===== src/hw/rtl/tgos_pkg.sv =====
`timescale 1ns / 1ps

package tgos_pkg;

    // tile geometry
    localparam int TILE_SHIFT   = 3;
    localparam int TILE_HALF_PX = 4;

    // datapath widths
    localparam int CFG_W       = 9;   // tiles_wide / tiles_high
    localparam int SPAN_W      = 3;   // span counts and span indexes
    localparam int COORD_W     = 14;  // tile coordinate plus span offset
    localparam int LT_W        = 11;  // layer * tiles_high
    localparam int ROW_W       = 14;  // layer * tiles_high + y
    localparam int SCAN_ADDR_W = 24;  // linear tile address before range check
    localparam int LAYER_CMP_W = 5;   // wide enough for the largest layer count

    localparam int QUEUE_DEPTH = 2;

    // commands
    localparam logic CMD_WRITE = 1'b0;
    localparam logic CMD_QUERY = 1'b1;

    // register map, selected by paddr[2]
    localparam logic REG_TILES_WIDE = 1'b0;
    localparam logic REG_TILES_HIGH = 1'b1;

    localparam logic [CFG_W-1:0] TILES_RESET = 9'd64;

    typedef struct packed {
        logic        cmd;
        logic [15:0] tile_addr;
        logic [7:0]  tile_value;
        logic [15:0] rect_x;
        logic [15:0] rect_y;
        logic [15:0] rect_w;
        logic [15:0] rect_h;
        logic [1:0]  layer;
        logic [15:0] entity_id;
    } tgos_in_t;

    typedef struct packed {
        logic [15:0] hit_entity;
        logic [7:0]  tile_type;
        logic        last;
    } tgos_out_t;

    // one classified command waiting for the scan engine
    typedef struct packed {
        logic                   cmd;
        logic [15:0]            tile_addr;
        logic [7:0]             tile_value;
        logic [15:0]            entity_id;
        logic [COORD_W-1:0]     x0;
        logic [COORD_W-1:0]     y0;
        logic [SPAN_W-1:0]      xn;
        logic [SPAN_W-1:0]      yn;
        logic [SCAN_ADDR_W-1:0] base;   // (layer * tiles_high + y0) * tiles_wide
    } tgos_entry_t;

    // tiles covered along one axis, clamped
    function automatic logic [SPAN_W-1:0] span_count(
        input logic [15:0]       size,
        input logic [SPAN_W-1:0] max_span
    );
        logic [16:0] sum;
        logic [13:0] n;
        sum = {1'b0, size} + 17'(TILE_HALF_PX);
        n   = sum[16:TILE_SHIFT];
        if (n > {11'b0, max_span})
        begin
            return max_span;
        end
        return n[SPAN_W-1:0];
    endfunction

endpackage


===== src/hw/rtl/tgos_front.sv =====
`timescale 1ns / 1ps

module tgos_front #(
    parameter int LAYERS   = 4,
    parameter int MAX_SPAN = 7
) (
    input  logic                         clk,
    input  logic                         rst_n,
    input  logic                         accept,
    input  tgos_pkg::tgos_in_t           request,
    output logic                         ready,
    input  logic [tgos_pkg::CFG_W-1:0]   tiles_wide,
    input  logic [tgos_pkg::CFG_W-1:0]   tiles_high,
    output logic                         push,
    output tgos_pkg::tgos_entry_t        entry,
    input  logic                         full
);

    import tgos_pkg::*;

    localparam logic [1:0] F_IDLE = 2'd0;
    localparam logic [1:0] F_MUL1 = 2'd1;
    localparam logic [1:0] F_MUL2 = 2'd2;
    localparam logic [1:0] F_PUSH = 2'd3;

    localparam logic [SPAN_W-1:0]      SPAN_MAX    = SPAN_W'(MAX_SPAN);
    localparam logic [LAYER_CMP_W-1:0] LAYER_LIMIT = LAYER_CMP_W'(LAYERS);

    logic [1:0]              state_reg, state_next;
    tgos_entry_t             entry_reg, entry_next;
    logic [1:0]              layer_reg, layer_next;
    logic [LT_W-1:0]         lt_reg, lt_next;
    logic                    layer_ok;
    logic [ROW_W-1:0]        row_sum;
    logic [ROW_W+CFG_W-1:0]  row_prod;

    assign layer_ok = {{(LAYER_CMP_W-2){1'b0}}, request.layer} < LAYER_LIMIT;
    assign row_sum  = ROW_W'(lt_reg) + entry_reg.y0;
    assign row_prod = {{CFG_W{1'b0}}, row_sum} * {{ROW_W{1'b0}}, tiles_wide};

    assign ready = (state_reg == F_IDLE);
    assign push  = (state_reg == F_PUSH) && !full;
    assign entry = entry_reg;

    always_comb
    begin
        state_next = state_reg;
        entry_next = entry_reg;
        layer_next = layer_reg;
        lt_next    = lt_reg;
        unique case (state_reg)
            F_IDLE:
            begin
                if (accept)
                begin
                    entry_next.cmd        = request.cmd;
                    entry_next.tile_addr  = request.tile_addr;
                    entry_next.tile_value = request.tile_value;
                    entry_next.entity_id  = request.entity_id;
                    entry_next.x0         = COORD_W'(request.rect_x >> TILE_SHIFT);
                    entry_next.y0         = COORD_W'(request.rect_y >> TILE_SHIFT);
                    entry_next.xn         = span_count(request.rect_w, SPAN_MAX);
                    // a layer beyond the map scans nothing
                    entry_next.yn         = layer_ok ? span_count(request.rect_h, SPAN_MAX)
                                                     : '0;
                    entry_next.base       = '0;
                    layer_next            = request.layer;
                    state_next            = (request.cmd == CMD_QUERY) ? F_MUL1 : F_PUSH;
                end
            end
            F_MUL1:
            begin
                lt_next    = LT_W'(layer_reg) * LT_W'(tiles_high);
                state_next = F_MUL2;
            end
            F_MUL2:
            begin
                entry_next.base = SCAN_ADDR_W'(row_prod);
                state_next      = F_PUSH;
            end
            F_PUSH:
            begin
                if (!full)
                begin
                    state_next = F_IDLE;
                end
            end
            default:
            begin
                state_next = F_IDLE;
            end
        endcase
    end

    always_ff @(posedge clk or negedge rst_n)
    begin
        if (!rst_n)
        begin
            state_reg <= F_IDLE;
        end
        else
        begin
            state_reg <= state_next;
        end
    end

    always_ff @(posedge clk)
    begin
        entry_reg <= entry_next;
        layer_reg <= layer_next;
        lt_reg    <= lt_next;
    end

endmodule


===== config.mk =====
export PLATFORM = sky130hd
export DESIGN_NAME = tgos_front
export DESIGN_NICKNAME = d
export VERILOG_FILES = /design/src/hw/rtl/tgos_pkg.sv /design/src/hw/rtl/tgos_front.sv
export SDC_FILE = /design/constraint.sdc
export NUM_CORES = 1
export LEC_CHECK = 0
export BUFFER_PORTS_ARGS = -buffer_cell sky130_fd_sc_hd__buf_2
export CORE_ASPECT_RATIO = 1.1
export CORE_MARGIN = 3
export CORE_UTILIZATION = 60
export CTS_CLUSTER_DIAMETER = 100
export DETAILED_ROUTE_END_ITERATION = 8
export PLACE_DENSITY = 0.86
export SLEW_MARGIN = 20
export SYNTH_ARGS = -nofsm -noshare
export SYNTH_HDL_FRONTEND = slang
export SYNTH_SLANG_ARGS = --single-unit

===== constraint.sdc =====
create_clock -name clk -period 11.9 [get_ports clk]
set_clock_uncertainty 0.05 [all_clocks]
set_input_delay 2.38 -clock clk [delete_from_list [all_inputs] [get_ports clk]]
set_output_delay 2.38 -clock clk [all_outputs]
set_load 0.02 [all_outputs]

# After elaboration in Yosys (flattened, before gate mapping)
# Index checks and enable logic that the tools add are counted.
# totals
output_inout_bits,101
in_bits,129
elab_cells,47
regBits,112
# classes
n_reduce_logical,7
n_mux,16
add_sub_neg,3
eq_ne,5
multipliers,2
magnitude_cmp,2
# op_table
operator,n
$pmux 24 s2,1
$add 16x3->17 const B,2
$gt 14x3->1 const B,2
$mux 24,1
$mul 14x9->23,1
$add 11x13->14,1
$mux 3,4
$mul 2x9->11,1
$pmux 2 s4,1
$mux 1,6
$mux 2,3
$reduce_and 2->1,3
$eq 2x2->1 const B,2
$ne 2x2->1 const B,2
$eq 2x1->1 const B,1
$logic_not 2->1,1
$reduce_bool 2->1,1
$logic_and 1x1->1,1
$logic_not 1->1,1

# Longest topological paths before layout
# depth
ltp_word,6
depth_mapped,23
mapped_depth_nobuf,22

# Worst setup path before layout
# No wires, ideal clock.
# synth_timing
path_kind,input -> register
from,input tiles_wide[5] (netlist name)
to,register entry_reg (netlist bit entry[19]) (data pin)
t_arrival_ns,6.573
required_ns,11.586
setup_ns,0.264
n_path_buf,2
path_slack_ns,5.013
cell_stages,17
cell_sequence,clkbuf_1 > nand2_1 > or4_1 > nand3_1 > fa_1 > fa_1 > fa_1 > inv_1 > fa_1 > inv_1 > ha_1 > buf_2 > a211oi_2 > o21bai_1 > o41ai_1 > nor3b_1 > mux2i_1
# synth_via
elab_chain_len,2
# synth_rtl
item,line_no,rtl
"start, declared",tgos_front.sv:12,"input logic [tgos_pkg::CFG_W-1:0] tiles_wide,"
$mul 14x9->23,tgos_front.sv:39,"assign row_prod = {{CFG_W{1'b0}}, row_sum} * {{ROW_W{1'b0}}, tiles_wide};"
$pmux 24 s2,tgos_front.sv:51,unique case (state_reg)
"end signal, assigned",tgos_front.sv:109,entry_reg <= entry_next;
"end, declared",tgos_front.sv:30,"tgos_entry_t entry_reg, entry_next;"
# Every way passes these cells.
# A chain may end at the register's enable or synchronous reset.

# Worst setup path in the final report
# layout_timing
from,input tiles_wide[0] (netlist name)
to,register entry_reg (netlist bit entry[22]) (data pin)
# The elaborated chain is that of the path after synthesis.

==> results.json <==
{
  "status": "finished, final reports clean",
  "register_area_sq_um": 3320,
  "layout_common_cells": "buf_2 (216), inv_1 (140), nand2_1 (110)",
  "start_kind": "input pin",
  "synth_area_sq_um": 10100,
  "floorplan.initialDensity_pct": 61.3,
  "synthXorXnorAreaFrac_pct": 1.73,
  "grt_pass1_wl_mm": 39.5,
  "ys_seq_area_share_pct": 33.0,
  "post_cts_buffers": 0,
  "synth_ff_type": "edfxtp_1",
  "drt_wl_total_mm": 24.1,
  "clockBufferDepth": 2,
  "crit_path_max_fanout": 21,
  "grt_overflow_total": 0,
  "drc": 0,
  "core_sq_um": 16400,
  "setup_tns_ns": 0,
  "nets": 1495,
  "yosysWarnings": 0,
  "synth-async-reset-ratio_pct": 1.80,
  "yosys.area_share.adder_pct": 25.7,
  "num_rows": 49,
  "setup.worst_path.end": "entry[22]$_SDFFCE_PN0P_",
  "initialDrtViolationCount": 385,
  "firstDrtPassIters": 6,
  "track_usage_pct": 27.0,
  "drive_gt1_share_pct": 21.3,
  "r2r_end": "entry[19]$_SDFFCE_PN0P_",
  "crit_start": "tiles_wide[0]",
  "ant_nets": 0,
  "nFillCells": 1236,
  "dp_hpwl_mm": 18.8,
  "grt_pass1_vias": 8425,
  "numPortBuffers": 216,
  "setup.worst_path.end_class": "register",
  "cts_tree": "done",
  "post_cts_resized": 0,
  "synth_area_per_cell_sq_um": 9.83,
  "cap_violations": 0,
  "r2r_start": "entry[37]$_DFFE_PP_",
  "ctsHoldBuffers": 0,
  "yosys.area_share.simple_pct": 19.7,
  "vias": 8262,
  "largest_reg_flops": 96,
  "synth_compound_gate_area_share_pct": 11.0,
  "die_area_sq_um": 18400,
  "synthCells": 1025,
  "setup_viol_count_final": 0,
  "finalHoldViolCount": 0,
  "clkSinkCount": 111,
  "clk_latency_ns": 0.36,
  "reg2regPathDepth": 19,
  "ys_ff_latch": 111,
  "root_buffer": "clkbuf_16",
  "arrival_ns": 7.22,
  "cp_data_required_time_ns": 11.96,
  "hold_path.class": "reg2reg",
  "area_delta_synth_final_pct": 14.5,
  "place.gp.congestion": 0.907,
  "synth_mux_area_share_pct": 1.65,
  "worst_pin_slew_ns": 0.954,
  "synth_edf_count": 109,
  "clk_pin_slew_worst_paths_ns": 0.08,
  "synth_top_family_by_area": "adder cells",
  "multi_input_area_sq_um": 6030,
  "antenna_found_initial": 5,
  "io_pins": 230,
  "slew_viol_final": 0,
  "die_y_microns": 142,
  "rsz0062_at_grt": "no",
  "r2r_slack_ns": 5.20,
  "finalCritPeriodShare_pct": 60.1,
  "grt_max_degree": 76,
  "worst-setup-path-type": "in2reg",
  "cts-buffers-inserted": 9,
  "ys_types": 66,
  "fmax_mhz": 140,
  "period_minus_slack_ns": 7.16,
  "vias_per_cell": 5.81,
  "final_common_cell": "buf_2",
  "maxSlewHeadroom_pct": 36.4,
  "htreeDepth": 3,
  "wl_per_cell_microns": 17.0,
  "die_w_microns": 130
}
-- metal layers --
layer / GRT usage (%) / routed length [microns]
met5: 0 / 0
met4: 15.5 / 1330
met3: 6.29 / 1910
met2: 45.4 / 12100
met1: 31.7 / 8750
-- area by class of cell --
type	count	area share [%]
clock inverters	7	0.705
inverters	140	4.55
well taps	204	2.21
repair buffers	217	9.43
diodes	3	0.0650
clock buffers	9	1.95
multi-input cells	732	52.3
flip-flops and latches	111	28.8
-- critical path: stages --
cell and delay (ns):
buf_2 0.25, nor3b_1 0.21, a31oi_1 0.17, nand2_1 0.07, a311oi_1 0.27, fa_1 0.46
inv_1 0.09, fa_1 0.44, fa_1 0.50, inv_1 0.06, fa_1 0.59, inv_1 0.06
ha_1 0.41, o211ai_1 0.13, a21oi_1 0.36, o21ai_1 0.25, and2_1 0.21, a311o_1 0.30
-- through the flow --
stage               util [%]  hold WS [ns]  std cells  worst slack, ns  area [sq um]
floorplan                  -         0.518       1027             5.01         10100
global placement        68.3         0.552       1404             4.49         11200
detailed placement      68.3         0.569       1404             4.41         11200
CTS                     70.2         0.581       1420             4.78         11500
global route            70.2         0.633       1423             4.42         11500
finish                  70.2         0.575       1423             4.74         11500
-- cell usage after synthesis, types with 3 or more instances --
library cell	number	area [sq um]
nor3b_1	8	60.1
or4_1	4	30.0
a21oi_1	40	200
inv_1	140	526
a311oi_1	9	78.8
a2111oi_2	4	60.1
buf_1	3	11.3
mux2_2	5	56.3
buf_2	7	35.0
o21ai_1	3	15.0
and2_1	65	407
o21ai_0	26	130
nand4_1	10	62.6
nand2b_1	21	131
o21a_1	8	60.1
and3_1	15	93.8
edfxtp_1	109	3270
nor2b_1	16	100
mux2i_1	11	110
a31oi_1	13	81.3
xnor2_1	11	96.3
o221ai_1	3	26.3
clkbuf_1	28	105
o211ai_1	7	52.6
and4_1	7	61.3
or3_1	5	31.3
fa_1	87	1740
ha_1	68	851
nand3_1	34	170
a21boi_0	4	30.0
a211oi_2	3	37.5
or2_2	4	25.0
nor3_1	19	95.1
xor2_1	7	61.3
nand2_1	110	413
a211oi_1	6	45.0
nor4_1	9	56.3
nor2_1	49	184
a21o_1	10	75.1
buf_4	4	30.0
-- worst min path at each step --
stage | startpoint | end | depth (start not counted) | slack [ns]
floorplan | state_reg[0]$_DFFE_PN0P_ | state_reg[0]$_DFFE_PN0P_ | 2 | 0.52
global placement | state_reg[0]$_DFFE_PN0P_ | state_reg[0]$_DFFE_PN0P_ | 2 | 0.55
detailed placement | state_reg[0]$_DFFE_PN0P_ | state_reg[0]$_DFFE_PN0P_ | 2 | 0.57
CTS | state_reg[0]$_DFFE_PN0P_ | state_reg[0]$_DFFE_PN0P_ | 2 | 0.58
global route | state_reg[0]$_DFFE_PN0P_ | state_reg[0]$_DFFE_PN0P_ | 2 | 0.63
finish | state_reg[0]$_DFFE_PN0P_ | state_reg[0]$_DFFE_PN0P_ | 2 | 0.58
-- cells by family after synthesis --
group	Yosys count
AO/OA/AOI/OAI	157
AND/OR/NAND/NOR	382
flip-flops	111
other	1
buffers and inverters	184
multiplexers	16
XOR/XNOR	19
adder cells (fa/ha/maj)	155
Power is left out: the tool's default activity adds up to more than one toggle a clock period on the data nets, which glitch-free logic cannot reach.
