## config.mk

```make
export PLATFORM = sky130hd
export DESIGN_NAME = tgos_queue
export DESIGN_NICKNAME = d
export VERILOG_FILES = /design/src/hw/rtl/tgos_pkg.sv /design/src/hw/rtl/tgos_queue.sv
export SDC_FILE = /design/constraint.sdc
export NUM_CORES = 1
export LEC_CHECK = 0
export ABC_AREA = 1
export BUFFER_PORTS_ARGS = -buffer_cell sky130_fd_sc_hd__buf_2
export CAP_MARGIN = 15
export CORE_MARGIN = 2
export CORE_UTILIZATION = 50
export CTS_CLUSTER_SIZE = 16
export DETAILED_ROUTE_END_ITERATION = 8
export GPL_ROUTABILITY_DRIVEN = 0
export PLACE_DENSITY = 0.77
export SLEW_MARGIN = 25
export SYNTH_ARGS = -nofsm -noshare
export SYNTH_HDL_FRONTEND = slang
export SYNTH_SLANG_ARGS = --single-unit
```

## constraint.sdc

```tcl
create_clock -name clk -period 9.3 [get_ports clk]
set_clock_uncertainty 0.15 [all_clocks]
set_input_delay 0.465 -clock clk [delete_from_list [all_inputs] [get_ports clk]]
set_output_delay 0.465 -clock clk [all_outputs]
set_load 0.005 [all_outputs]
```

## src/hw/rtl/tgos_pkg.sv

```systemverilog
`timescale 1ns / 1ps

package tgos_pkg;

    // tile geometry
    localparam int TILE_SHIFT   = 3;
    localparam int TILE_HALF_PX = 4;

    // datapath widths
    localparam int CFG_W       = 9;   // tiles_wide / tiles_high
    localparam int SPAN_W      = 3;   // span counts and span indexes
    localparam int COORD_W     = 14;  // tile coordinate plus span offset
    localparam int LT_W        = 11;  // layer * tiles_high
    localparam int ROW_W       = 14;  // layer * tiles_high + y
    localparam int SCAN_ADDR_W = 24;  // linear tile address before range check
    localparam int LAYER_CMP_W = 5;   // wide enough for the largest layer count

    localparam int QUEUE_DEPTH = 2;

    // commands
    localparam logic CMD_WRITE = 1'b0;
    localparam logic CMD_QUERY = 1'b1;

    // register map, selected by paddr[2]
    localparam logic REG_TILES_WIDE = 1'b0;
    localparam logic REG_TILES_HIGH = 1'b1;

    localparam logic [CFG_W-1:0] TILES_RESET = 9'd64;

    typedef struct packed {
        logic        cmd;
        logic [15:0] tile_addr;
        logic [7:0]  tile_value;
        logic [15:0] rect_x;
        logic [15:0] rect_y;
        logic [15:0] rect_w;
        logic [15:0] rect_h;
        logic [1:0]  layer;
        logic [15:0] entity_id;
    } tgos_in_t;

    typedef struct packed {
        logic [15:0] hit_entity;
        logic [7:0]  tile_type;
        logic        last;
    } tgos_out_t;

    // one classified command waiting for the scan engine
    typedef struct packed {
        logic                   cmd;
        logic [15:0]            tile_addr;
        logic [7:0]             tile_value;
        logic [15:0]            entity_id;
        logic [COORD_W-1:0]     x0;
        logic [COORD_W-1:0]     y0;
        logic [SPAN_W-1:0]      xn;
        logic [SPAN_W-1:0]      yn;
        logic [SCAN_ADDR_W-1:0] base;   // (layer * tiles_high + y0) * tiles_wide
    } tgos_entry_t;

    // tiles covered along one axis, clamped
    function automatic logic [SPAN_W-1:0] span_count(
        input logic [15:0]       size,
        input logic [SPAN_W-1:0] max_span
    );
        logic [16:0] sum;
        logic [13:0] n;
        sum = {1'b0, size} + 17'(TILE_HALF_PX);
        n   = sum[16:TILE_SHIFT];
        if (n > {11'b0, max_span})
        begin
            return max_span;
        end
        return n[SPAN_W-1:0];
    endfunction

endpackage

```

## src/hw/rtl/tgos_queue.sv

```systemverilog
`timescale 1ns / 1ps

module tgos_queue #(
    parameter int DEPTH = 2
) (
    input  logic                  clk,
    input  logic                  rst_n,
    input  logic                  push,
    input  tgos_pkg::tgos_entry_t din,
    output logic                  full,
    input  logic                  pop,
    output tgos_pkg::tgos_entry_t dout,
    output logic                  empty
);

    import tgos_pkg::*;

    localparam int PTR_W = (DEPTH > 1) ? $clog2(DEPTH) : 1;
    localparam int CNT_W = $clog2(DEPTH + 1);
    localparam logic [PTR_W-1:0] PTR_LAST = PTR_W'(DEPTH - 1);
    localparam logic [CNT_W-1:0] CNT_FULL = CNT_W'(DEPTH);

    tgos_entry_t      slot_reg [DEPTH];
    logic [PTR_W-1:0] wr_ptr_reg, wr_ptr_next;
    logic [PTR_W-1:0] rd_ptr_reg, rd_ptr_next;
    logic [CNT_W-1:0] count_reg, count_next;
    logic             do_push, do_pop;

    assign full    = (count_reg == CNT_FULL);
    assign empty   = (count_reg == '0);
    assign do_push = push && !full;
    assign do_pop  = pop && !empty;
    assign dout    = slot_reg[rd_ptr_reg];

    always_comb
    begin
        wr_ptr_next = wr_ptr_reg;
        rd_ptr_next = rd_ptr_reg;
        count_next  = count_reg;
        if (do_push)
        begin
            wr_ptr_next = (wr_ptr_reg == PTR_LAST) ? '0 : wr_ptr_reg + 1'b1;
        end
        if (do_pop)
        begin
            rd_ptr_next = (rd_ptr_reg == PTR_LAST) ? '0 : rd_ptr_reg + 1'b1;
        end
        if (do_push && !do_pop)
        begin
            count_next = count_reg + 1'b1;
        end
        else if (do_pop && !do_push)
        begin
            count_next = count_reg - 1'b1;
        end
    end

    always_ff @(posedge clk or negedge rst_n)
    begin
        if (!rst_n)
        begin
            wr_ptr_reg <= '0;
            rd_ptr_reg <= '0;
            count_reg  <= '0;
        end
        else
        begin
            wr_ptr_reg <= wr_ptr_next;
            rd_ptr_reg <= rd_ptr_next;
            count_reg  <= count_next;
        end
    end

    always_ff @(posedge clk)
    begin
        if (do_push)
        begin
            slot_reg[wr_ptr_reg] <= din;
        end
    end

endmodule

```

* Word level (Yosys, flattened, before mapping)
Memory sizes are Yosys's and may differ from the RTL's. Cells that the tools add are included.
Cells by class: bitwise gates (word level) 0, muxes and demuxes 6, shifts and indexed selects 0, reductions and logical operators 10, equality and inequality tests 1, div/mod/pow operators 0, add/subtract/negate cells 4, $mul 0, order comparisons 0
Operator list (number):
- $logic_and A1 B1 Y1 | 4
- $logic_not A1 Y1 | 4
- $mux W1 | 4
- $mux W2 | 2
- $add A1 B1 Y1 const B | 2
- $add A2 B1 Y2 const B | 1
- $eq A2 B2 Y1 const B | 1
- $logic_not A2 Y1 | 1
- $reduce_bool A2 Y1 | 1
- $sub A2 B1 Y2 const B | 1
Storage, ports and cells: bits in latches 0, word-level logic and storage cells 25, bits in writable memories 198, memory bits (read-only) 0, memories 1, register bits after elaboration 4
Memories:
- slot_reg | words 2, bits a word 99, rd ports 1, clocked after Yosys merged registers in 0, write ports 1, line tgos_queue.sv:23 | tgos_entry_t slot_reg [DEPTH];

* Longest topological paths before layout
Gate-level depths: netlist of the first run.
depth in word-level cells 7, gate-level depth with buffers 9, depth with buffers taken out 9

* Worst setup path before layout of the first run
OpenSTA, ideal clock, no wires.
path kind input to register, from in push, to mem slot_reg[1][0] in the netlist's numbering (enable), stages 2, data arrival time 4692 ps, path slack 3901 ps, data required time 8592 ps, library setup time 558 ps, buffers on the path 0, path through o21ai_0 -> nor2_1
On the way: word-level cells in the longest chain between the ends 3
RTL lines:
- start, declared | line tgos_queue.sv:8 | input logic push,
- $logic_and A1 B1 Y1 | line tgos_queue.sv:31 | assign do_push = push && !full;
- $mux W1 | line tgos_queue.sv:76 | if (do_push)
- $mux W1 (implied by the code) | line tgos_queue.sv:78 | slot_reg[wr_ptr_reg] <= din;
- end, declared | line tgos_queue.sv:23
Every way passes these cells.

==> results of run 1 <==
synth_stat cells:
cell type / instances
inv_1: 7
buf_4: 11
buf_2: 10
o21ai_0: 2
xnor2_1: 1
nand3b_1: 1
dfrtp_1: 4
ha_1: 1
nand3_1: 1
nor2_1: 4
nand2_1: 306
edfxtp_1: 198
inv_2: 1
nand4_1: 1
cell families (layout without fill, tap and decap cells):
group           Yosys count  after routing
simple gates            313            313
compound gates            2              2
other cells               0              1
fa+ha+maj                 1              1
flops                   202            202
xor+xnor                  1              1
buf+inv                  29            263
cells in the final DEF, fill, tap and decap left out:
cell type,Yosys,final
edfxtp_1,198,198
clkinv_1,0,2
dfrtp_4,0,1
inv_4,0,1
buf_2,10,203
nor2_1,4,3
diode_2,0,1
nand3_1,1,1
ha_1,1,1
dfrtp_1,4,3
dlygate4sd3_1,0,12
clkbuf_1,0,4
nor2_4,0,1
nand3b_1,1,1
inv_1,7,6
clkbuf_16,0,21
o21ai_0,2,2
bufinv_16,0,4
nand4_1,1,1
xnor2_1,1,1
nand2_1,306,306
clkinv_2,0,5
buf_4,11,5
metrics by stage:
stage | hold WS (ns) | area, um^2
final | 0.02211 | 9399
after global routing | 0.0002544 | 9399
after CTS | 0.0002209 | 9326
after detailed placement | 0.1283 | 8588
after global placement | 0.1268 | 8588
after floorplan | 0.01941 | 7422
area by class of cell:
cell class	count	area, um^2
flip-flops and latches	202	6050
clock buffers	25	540.5
inverters	8	33.78
repair buffers	220	1174
clock inverters	10	147.6
fillers	1076	5135
multi-input cells	317	1221
diodes	1	2.502
well taps	184	230.2
routing by layer:
metal	routed length [um]	track usage, %	share of wire (%)
met5	13	0	0.086
met4	367	5.624	2.4
met3	1299	5.098	8.6
met2	7438	31.51	49
met1	6003	23.51	40
worst paths after layout:
kind	endpoint	slack, ns	cells past startpoint
max reg2reg	slot_reg[0][89]	6.68	6
min	slot_reg[0][78]	0.02	1
max	dout[46]	5.97	5
max in group asynchronous	rd_ptr_reg	8.68	2
min in group asynchronous	wr_ptr_reg	0.18	2
min reg2reg	wr_ptr_reg	0.35	2
power groups by stage:
stage               clock (mW)  sequential (mW)  combinational [mW]
floorplan                    0             1.32               0.474
global placement             0             1.33               0.777
detailed placement           0             1.34               0.797
CTS                      0.859             1.33               0.803
global route             0.897             1.34               0.892
finish                   0.842             1.32               0.790
==> flow_summary_export.csv, run 1 <==
group,metric,value,unit
outcome,outcome,"finished, final reports clean",
synthesis,synth_seq_area_share,81.46,%
timing,setup_viol,0,
floorplan,die_y,125.8,um
timing,period_minus_slack,3.335,ns
timing,final_max_slew_viol_count,0,
floorplan,die_w,125.8,um
synthesis,yosys-top-cells-area,"edfxtp_1, nand2_1, dfrtp_1",
layout,largest_reg_flops,198,
synthesis,synth_cells,548,
worst_setup_path,startpoint,"rd_ptr_reg",
run,maxCapViolCount,0,
min_path,hold_path_startpoint,"din[78]",
layout,fin_util,64.67,%
floorplan,core,14530,um^2
timing,setup_ws,5.965,ns
placement,hpwlAfterDp,9557,um
synthesis,synth_compound_area_share,0.1349,%
power_and_ir_drop,total_power,2.954,mW
layout,fin_nets,873,
synthesis,synth_xor_xnor_area_share,0.1180,%
cts,clock_latency,0.48,ns
cts,post_cts_buffers,0,
worst_setup_path,worstPathArrival,2.72,ns
synthesis,synth_warnings,0,
timing,rsz0062_at_grt,"no",
synthesis,synth_fa_ha_area_share,0.1686,%
worst_setup_path,crit_path_end_kind,"primary output",
power_and_ir_drop,p_leak,4.084,nW
global_route,grt_overflow_total,0,
global_route,grt_first_pass_wirelength,23570,um
layout,syn_to_final_growth,26.64,%
synthesis,yosys_register_bits,202,
routing,antenna_left,0,
floorplan,rows,44,
worst_setup_path,critPathRequiredTime,8.69,ns
cts,cts_root_buf,"clkbuf_16",
routing,post_drt_wl_per_cell,15.64,um
placement,place_ws,6.431,ns
placement,port_buffers,203,
synthesis,synth_area_per_cell,13.54,um^2
min_path,hold_class,"input pin to flip-flop",
cts,holdBufCountCts,5,
routing,drt_iter0_markers,344,
worst_setup_path,r2r_start,"count_reg[1]",
power_and_ir_drop,switching_share,30.60,%
worst_setup_path,path_delay_family,"buffers and inverters",
floorplan,io_pins,204,
synthesis,netlist.area_leader.share,80.11,%
synthesis,yosysTopAreaCell,"edfxtp_1",
worst_setup_path,crit_chain,"clkinv_2 > buf_4 > nand2_1 > nand2_1 > buf_2",
timing,period_share,35.86,%
global_route,track_usage,18.53,%
routing,drc,0,
cts,ctsLongestPathBuffers,3,
cts,cts_resized,0,
layout,drive_above_1_share,30.82,%
power_and_ir_drop,p_switching,0.9041,mW
worst_setup_path,slowest_delay,0.73,ns
worst_setup_path,cp-start-kind,"flip-flop",
timing,fmaxAchievable,0.2999,GHz
routing,routed_wl,15120,um
timing,hold_viol_final,0,
global_route,grt_pass1_vias,4806,
cts,htree_levels,1,
placement,dpl.cell_count,919,
power_and_ir_drop,pwr-share-seq,44.8,%
worst_setup_path,cp_num_buf_inv,3,
synthesis,synth_top_family_by_area,"simple AND/OR/NAND/NOR gates",
timing,tightest_slew,0.7385,ns
global_route,grt_antenna_before_repair,2,
floorplan,die_area,15830,um^2
floorplan,start_util,51.07,%
timing,relSlewSlack,50.77,%
layout,stdcell_count,967,
timing,setup_tns,0,ns
cts,cts_made_buffers,20,
power_and_ir_drop,clkPwrFrac,28.5,%
power_and_ir_drop,p_int,2.050,mW
worst_setup_path,crit_top_cell,"nand2_1",
synthesis,synth.distinct_cells,14,
power_and_ir_drop,combPwrFrac,26.7,%
synthesis,synthMuxAreaShare,0,%
routing,vias,4798,
power_and_ir_drop,ir_drop,0.2061,mV
routing,first_pass_iters,4,
synthesis,yosys.area_share.simple,15.93,%
worst_setup_path,path_class,"flip-flop to primary output",
worst_setup_path,crit_fanout,65,
cts,path_clk_slew,0.06,ns
worst_setup_path,critPathSlowestCell,"dfrtp_4",
synthesis,synth_fp_nets,652,
routing,via_per_inst,4.962,
cts,cts_tree,"yes",
cts,cts_num_sinks,202,
global_route,grt_max_degree,66,
synthesis,syn_area,7422,um^2
power_and_ir_drop,power.density,314.3,nW/um^2
Power figures use the tool's default switching activity.
==> run 2: changes to the inputs <==
--- a/config.mk
+++ b/config.mk
@@ -5,7 +5,7 @@
 export SDC_FILE = /design/constraint.sdc
 export NUM_CORES = 1
 export LEC_CHECK = 0
-export ABC_AREA = 1
+export ABC_AREA = 0
 export BUFFER_PORTS_ARGS = -buffer_cell sky130_fd_sc_hd__buf_2
 export CAP_MARGIN = 15
 export CORE_MARGIN = 2
@@ -13,7 +13,7 @@
 export CTS_CLUSTER_SIZE = 16
 export DETAILED_ROUTE_END_ITERATION = 8
 export GPL_ROUTABILITY_DRIVEN = 0
-export PLACE_DENSITY = 0.77
+export PLACE_DENSITY = 0.76
 export SLEW_MARGIN = 25
 export SYNTH_ARGS = -nofsm -noshare
 export SYNTH_HDL_FRONTEND = slang
==> constraint.sdc (replaced) <==
create_clock -name clk -period 3.2 [get_ports clk]
set_clock_uncertainty 0.15 [all_clocks]
set_input_delay 0.16 -clock clk [delete_from_list [all_inputs] [get_ports clk]]
set_output_delay 0.16 -clock clk [all_outputs]
set_load 0.005 [all_outputs]
==> run 2 against run 1 <==
  * Die area up 5.5%
  * Critical path depth down 2
  * Area after synthesis up 5.6%
  * Worst setup slack worse by 5.3 ns
  * Sequential share of layout area down 7.8 points
  * Non-clock buffer count up 93
  * Final area up 14%
  * Clock-buffer cell count up 2
  * Synthesized cell count down 40%
  * Critical endpoint is now dout[38]
  * Largest cell class unchanged
  * Largest power group unchanged
==> flow_summary_export.csv, run 2 <==
group,metric,value,unit
outcome,outcome,"finished, final reports clean",
min_path,hold_depth,2,
synthesis,yosys_register_bits,202,
global_route,track_usage,18.03,%
worst_setup_path,rr_worst_depth,3,
floorplan,die_w,129.2,um
timing,hold_viol_final,0,
synthesis,synth.most_common_cell,"edfxtp_1",
synthesis,synth_fa_ha_area_share,0.1596,%
synthesis,syn_area,7840,um^2
timing,fmaxAchievable,0.3969,GHz
min_path,hold_path_end,"slot_reg[0][78]",
cts,path_clk_slew,0.06,ns
routing,routed_wl,15250,um
floorplan,die_area,16700,um^2
global_route,grt_first_pass_wirelength,23120,um
min_path,hold_class,"input pin to flip-flop",
run,maxCapViolCount,0,
cts,post_cts_buffers,0,
timing,rsz0062_at_grt,"no",
layout,final_area,10700,um^2
worst_setup_path,r2r_setup_slack,1.14,ns
timing,setup_viol,0,
worst_setup_path,cp-start-kind,"flip-flop",
layout,fin_nets,757,
synthesis,synth_cells,327,
worst_setup_path,crit_path_end_kind,"primary output",
synthesis,synth_area_per_cell,23.98,um^2
global_route,grt_pass1_vias,4458,
timing,relSlewSlack,50.78,%
power_and_ir_drop,total_power,8.921,mW
floorplan,start_util,51.38,%
floorplan,io_pins,204,
cts,clock_latency,0.49,ns
timing,setup_tns,0,ns
timing,final_max_slew_viol_count,0,
cts,cts_root_buf,"clkbuf_16",
global_route,grt_max_degree,55,
min_path,hold_path_startpoint,"din[78]",
synthesis,async_reset_ff_share,1.980,%
cts,ctsLongestPathBuffers,3,
layout,seqCellArea,6050,um^2
floorplan,rows,45,
synthesis,synth_edf_count,198,
layout,drive_above_1_share,50.83,%
synthesis,synth_seq_area_share,77.11,%
placement,port_buffers,203,
power_and_ir_drop,power.density,833.6,nW/um^2
routing,drt_iter0_markers,225,
routing,antenna_left,0,
synthesis,synth_warnings,0,
synthesis,yosysTopAreaCell,"edfxtp_1",
synthesis,synthMuxAreaShare,18.96,%
layout,syn_to_final_growth,36.50,%
synthesis,netlist.area_leader.share,75.84,%
power_and_ir_drop,p_leak,4.350,nW
worst_setup_path,r2r-end,"slot_reg[1][64]",
timing,period_share,78.73,%
global_route,globalRouteMet1Util,21.28,%
power_and_ir_drop,ir_drop,0.7164,mV
cts,cts_num_sinks,202,
routing,drc,0,
layout,final_cell_mix,"buf_2, edfxtp_1, dlygate4sd3_1",
routing,first_pass_iters,4,
layout,multi_input_area,1588,um^2
placement,place_area,9015,um^2
worst_setup_path,path_class,"flip-flop to primary output",
worst_setup_path,critPathRequiredTime,2.89,ns
synthesis,yosys-top-cells-area,"edfxtp_1, mux2_4, buf_12",
cts,htree_levels,1,
floorplan,die_y,129.2,um
synthesis,synth_compound_area_share,0.06384,%
global_route,grt_overflow_total,0,
synthesis,synthTopCellsByCount,"edfxtp_1, mux2_4, buf_12",
synthesis,yosys.area_share.simple,0.3511,%
layout,fillers,967,
synthesis,synth_top_family_by_area,"multiplexers",
global_route,grt_antenna_before_repair,1,
floorplan,core,15260,um^2
worst_setup_path,worstPathArrival,2.21,ns
synthesis,synth_top_flop_cell,"edfxtp_1",
routing,post_drt_wl_per_cell,17.39,um
timing,tightest_slew,0.7382,ns
routing,via_per_inst,4.781,
synthesis,synth_fp_nets,431,
global_route,gr-max-usage-layer,"met2",
timing,period_minus_slack,2.519,ns
layout,largest_reg_flops,198,
placement,hpwlAfterDp,8712,um
routing,vias,4193,
synthesis,synth.distinct_cells,14,
global_route,grt_util_met2,33.10,%
global_route,grt.met3_usage,4.253,%
layout,layout_commonest_cell,"buf_2",
cts,cts_made_buffers,22,
cts,cts_tree,"yes",
worst_setup_path,crit_fanout,32,
worst_setup_path,r2r_start,"count_reg[0]",
synthesis,synth_xor_xnor_area_share,0.5586,%
-- run 2: cell types whose count changed in the layout (fill, tap and decap cells not counted), moves of 4 or more --
cell / change
mux2_4: +99
inv_1: -4
nand2_1: -305
clkinv_1: +4
dlygate4sd3_1: +91
-- run 2: through the flow --
stage	setup slack [ns]	utilization [%]	cells	hold slack (ns)
global route	0.6027	70.14	877	0.2398
floorplan	0.4906	-	327	-0.2856
finish	0.6806	70.14	877	0.2441
CTS	0.6824	70.12	876	0.2250
global placement	1.198	59.08	737	-0.1813
detailed placement	1.117	59.08	737	-0.1770
-- run 2: final cells by class --
| class | instances | share of cell area, % |
|---|---|---|
| sequential | 202 | 56.53 |
| timing repair buffer | 313 | 19.97 |
| multi-input combinational | 112 | 14.84 |
| clock buffer | 27 | 5.519 |
| tap | 211 | 2.467 |
| clock inverter | 9 | 0.5846 |
| inverter | 2 | 0.07015 |
| antenna | 1 | 0.02338 |
-- run 2: per-layer routing --
layer,vias to the layer above,wire (um)
li1,1941,-
met1,2049,5925
met2,174,8031
met3,29,1006
met4,0,289
met5,-,0
-- run 2: cells by family after synthesis --
group                    count (synthesis)
multiplexers                            99
adder cells (fa/ha/maj)                  1
AND/OR/NAND/NOR                          6
AO/OA/AOI/OAI                            1
flip-flops                             202
XOR/XNOR                                 5
buffers and inverters                   13
-- run 2: worst max-delay path, stage by stage (launching register included) --
cell	delay, ns
dfrtp_4	0.83
buf_4	0.38
mux2_4	0.34
buf_2	0.13
-- run 2: worst max path at each step --
stage,cells after the start,start,endpoint,slack (ns)
4_1_cts,3,rd_ptr_reg,dout[46],0.68
6_report,3,rd_ptr_reg,dout[38],0.68
5_1_grt,3,rd_ptr_reg,dout[38],0.60
3_5_place_dp,3,count_reg[0],slot_reg[1][43],1.12
2_1_floorplan,3,count_reg[0],slot_reg[0][0],0.49
3_3_place_gp,3,count_reg[0],slot_reg[1][43],1.20
-- run 2: timing repair --
| action | in CTS | in global routing |
|---|---|---|
| endpoints found under the hold margin | 204 | 0 |
| hold buffers | 103 | 0 |
| gates resized for setup | 0 | 0 |
-- run 2: power by group --
part | switching [mW] | internal (mW)
sequential | 0.279 | 3.63
combinational | 1.17 | 1.56
clock | 0.916 | 1.37
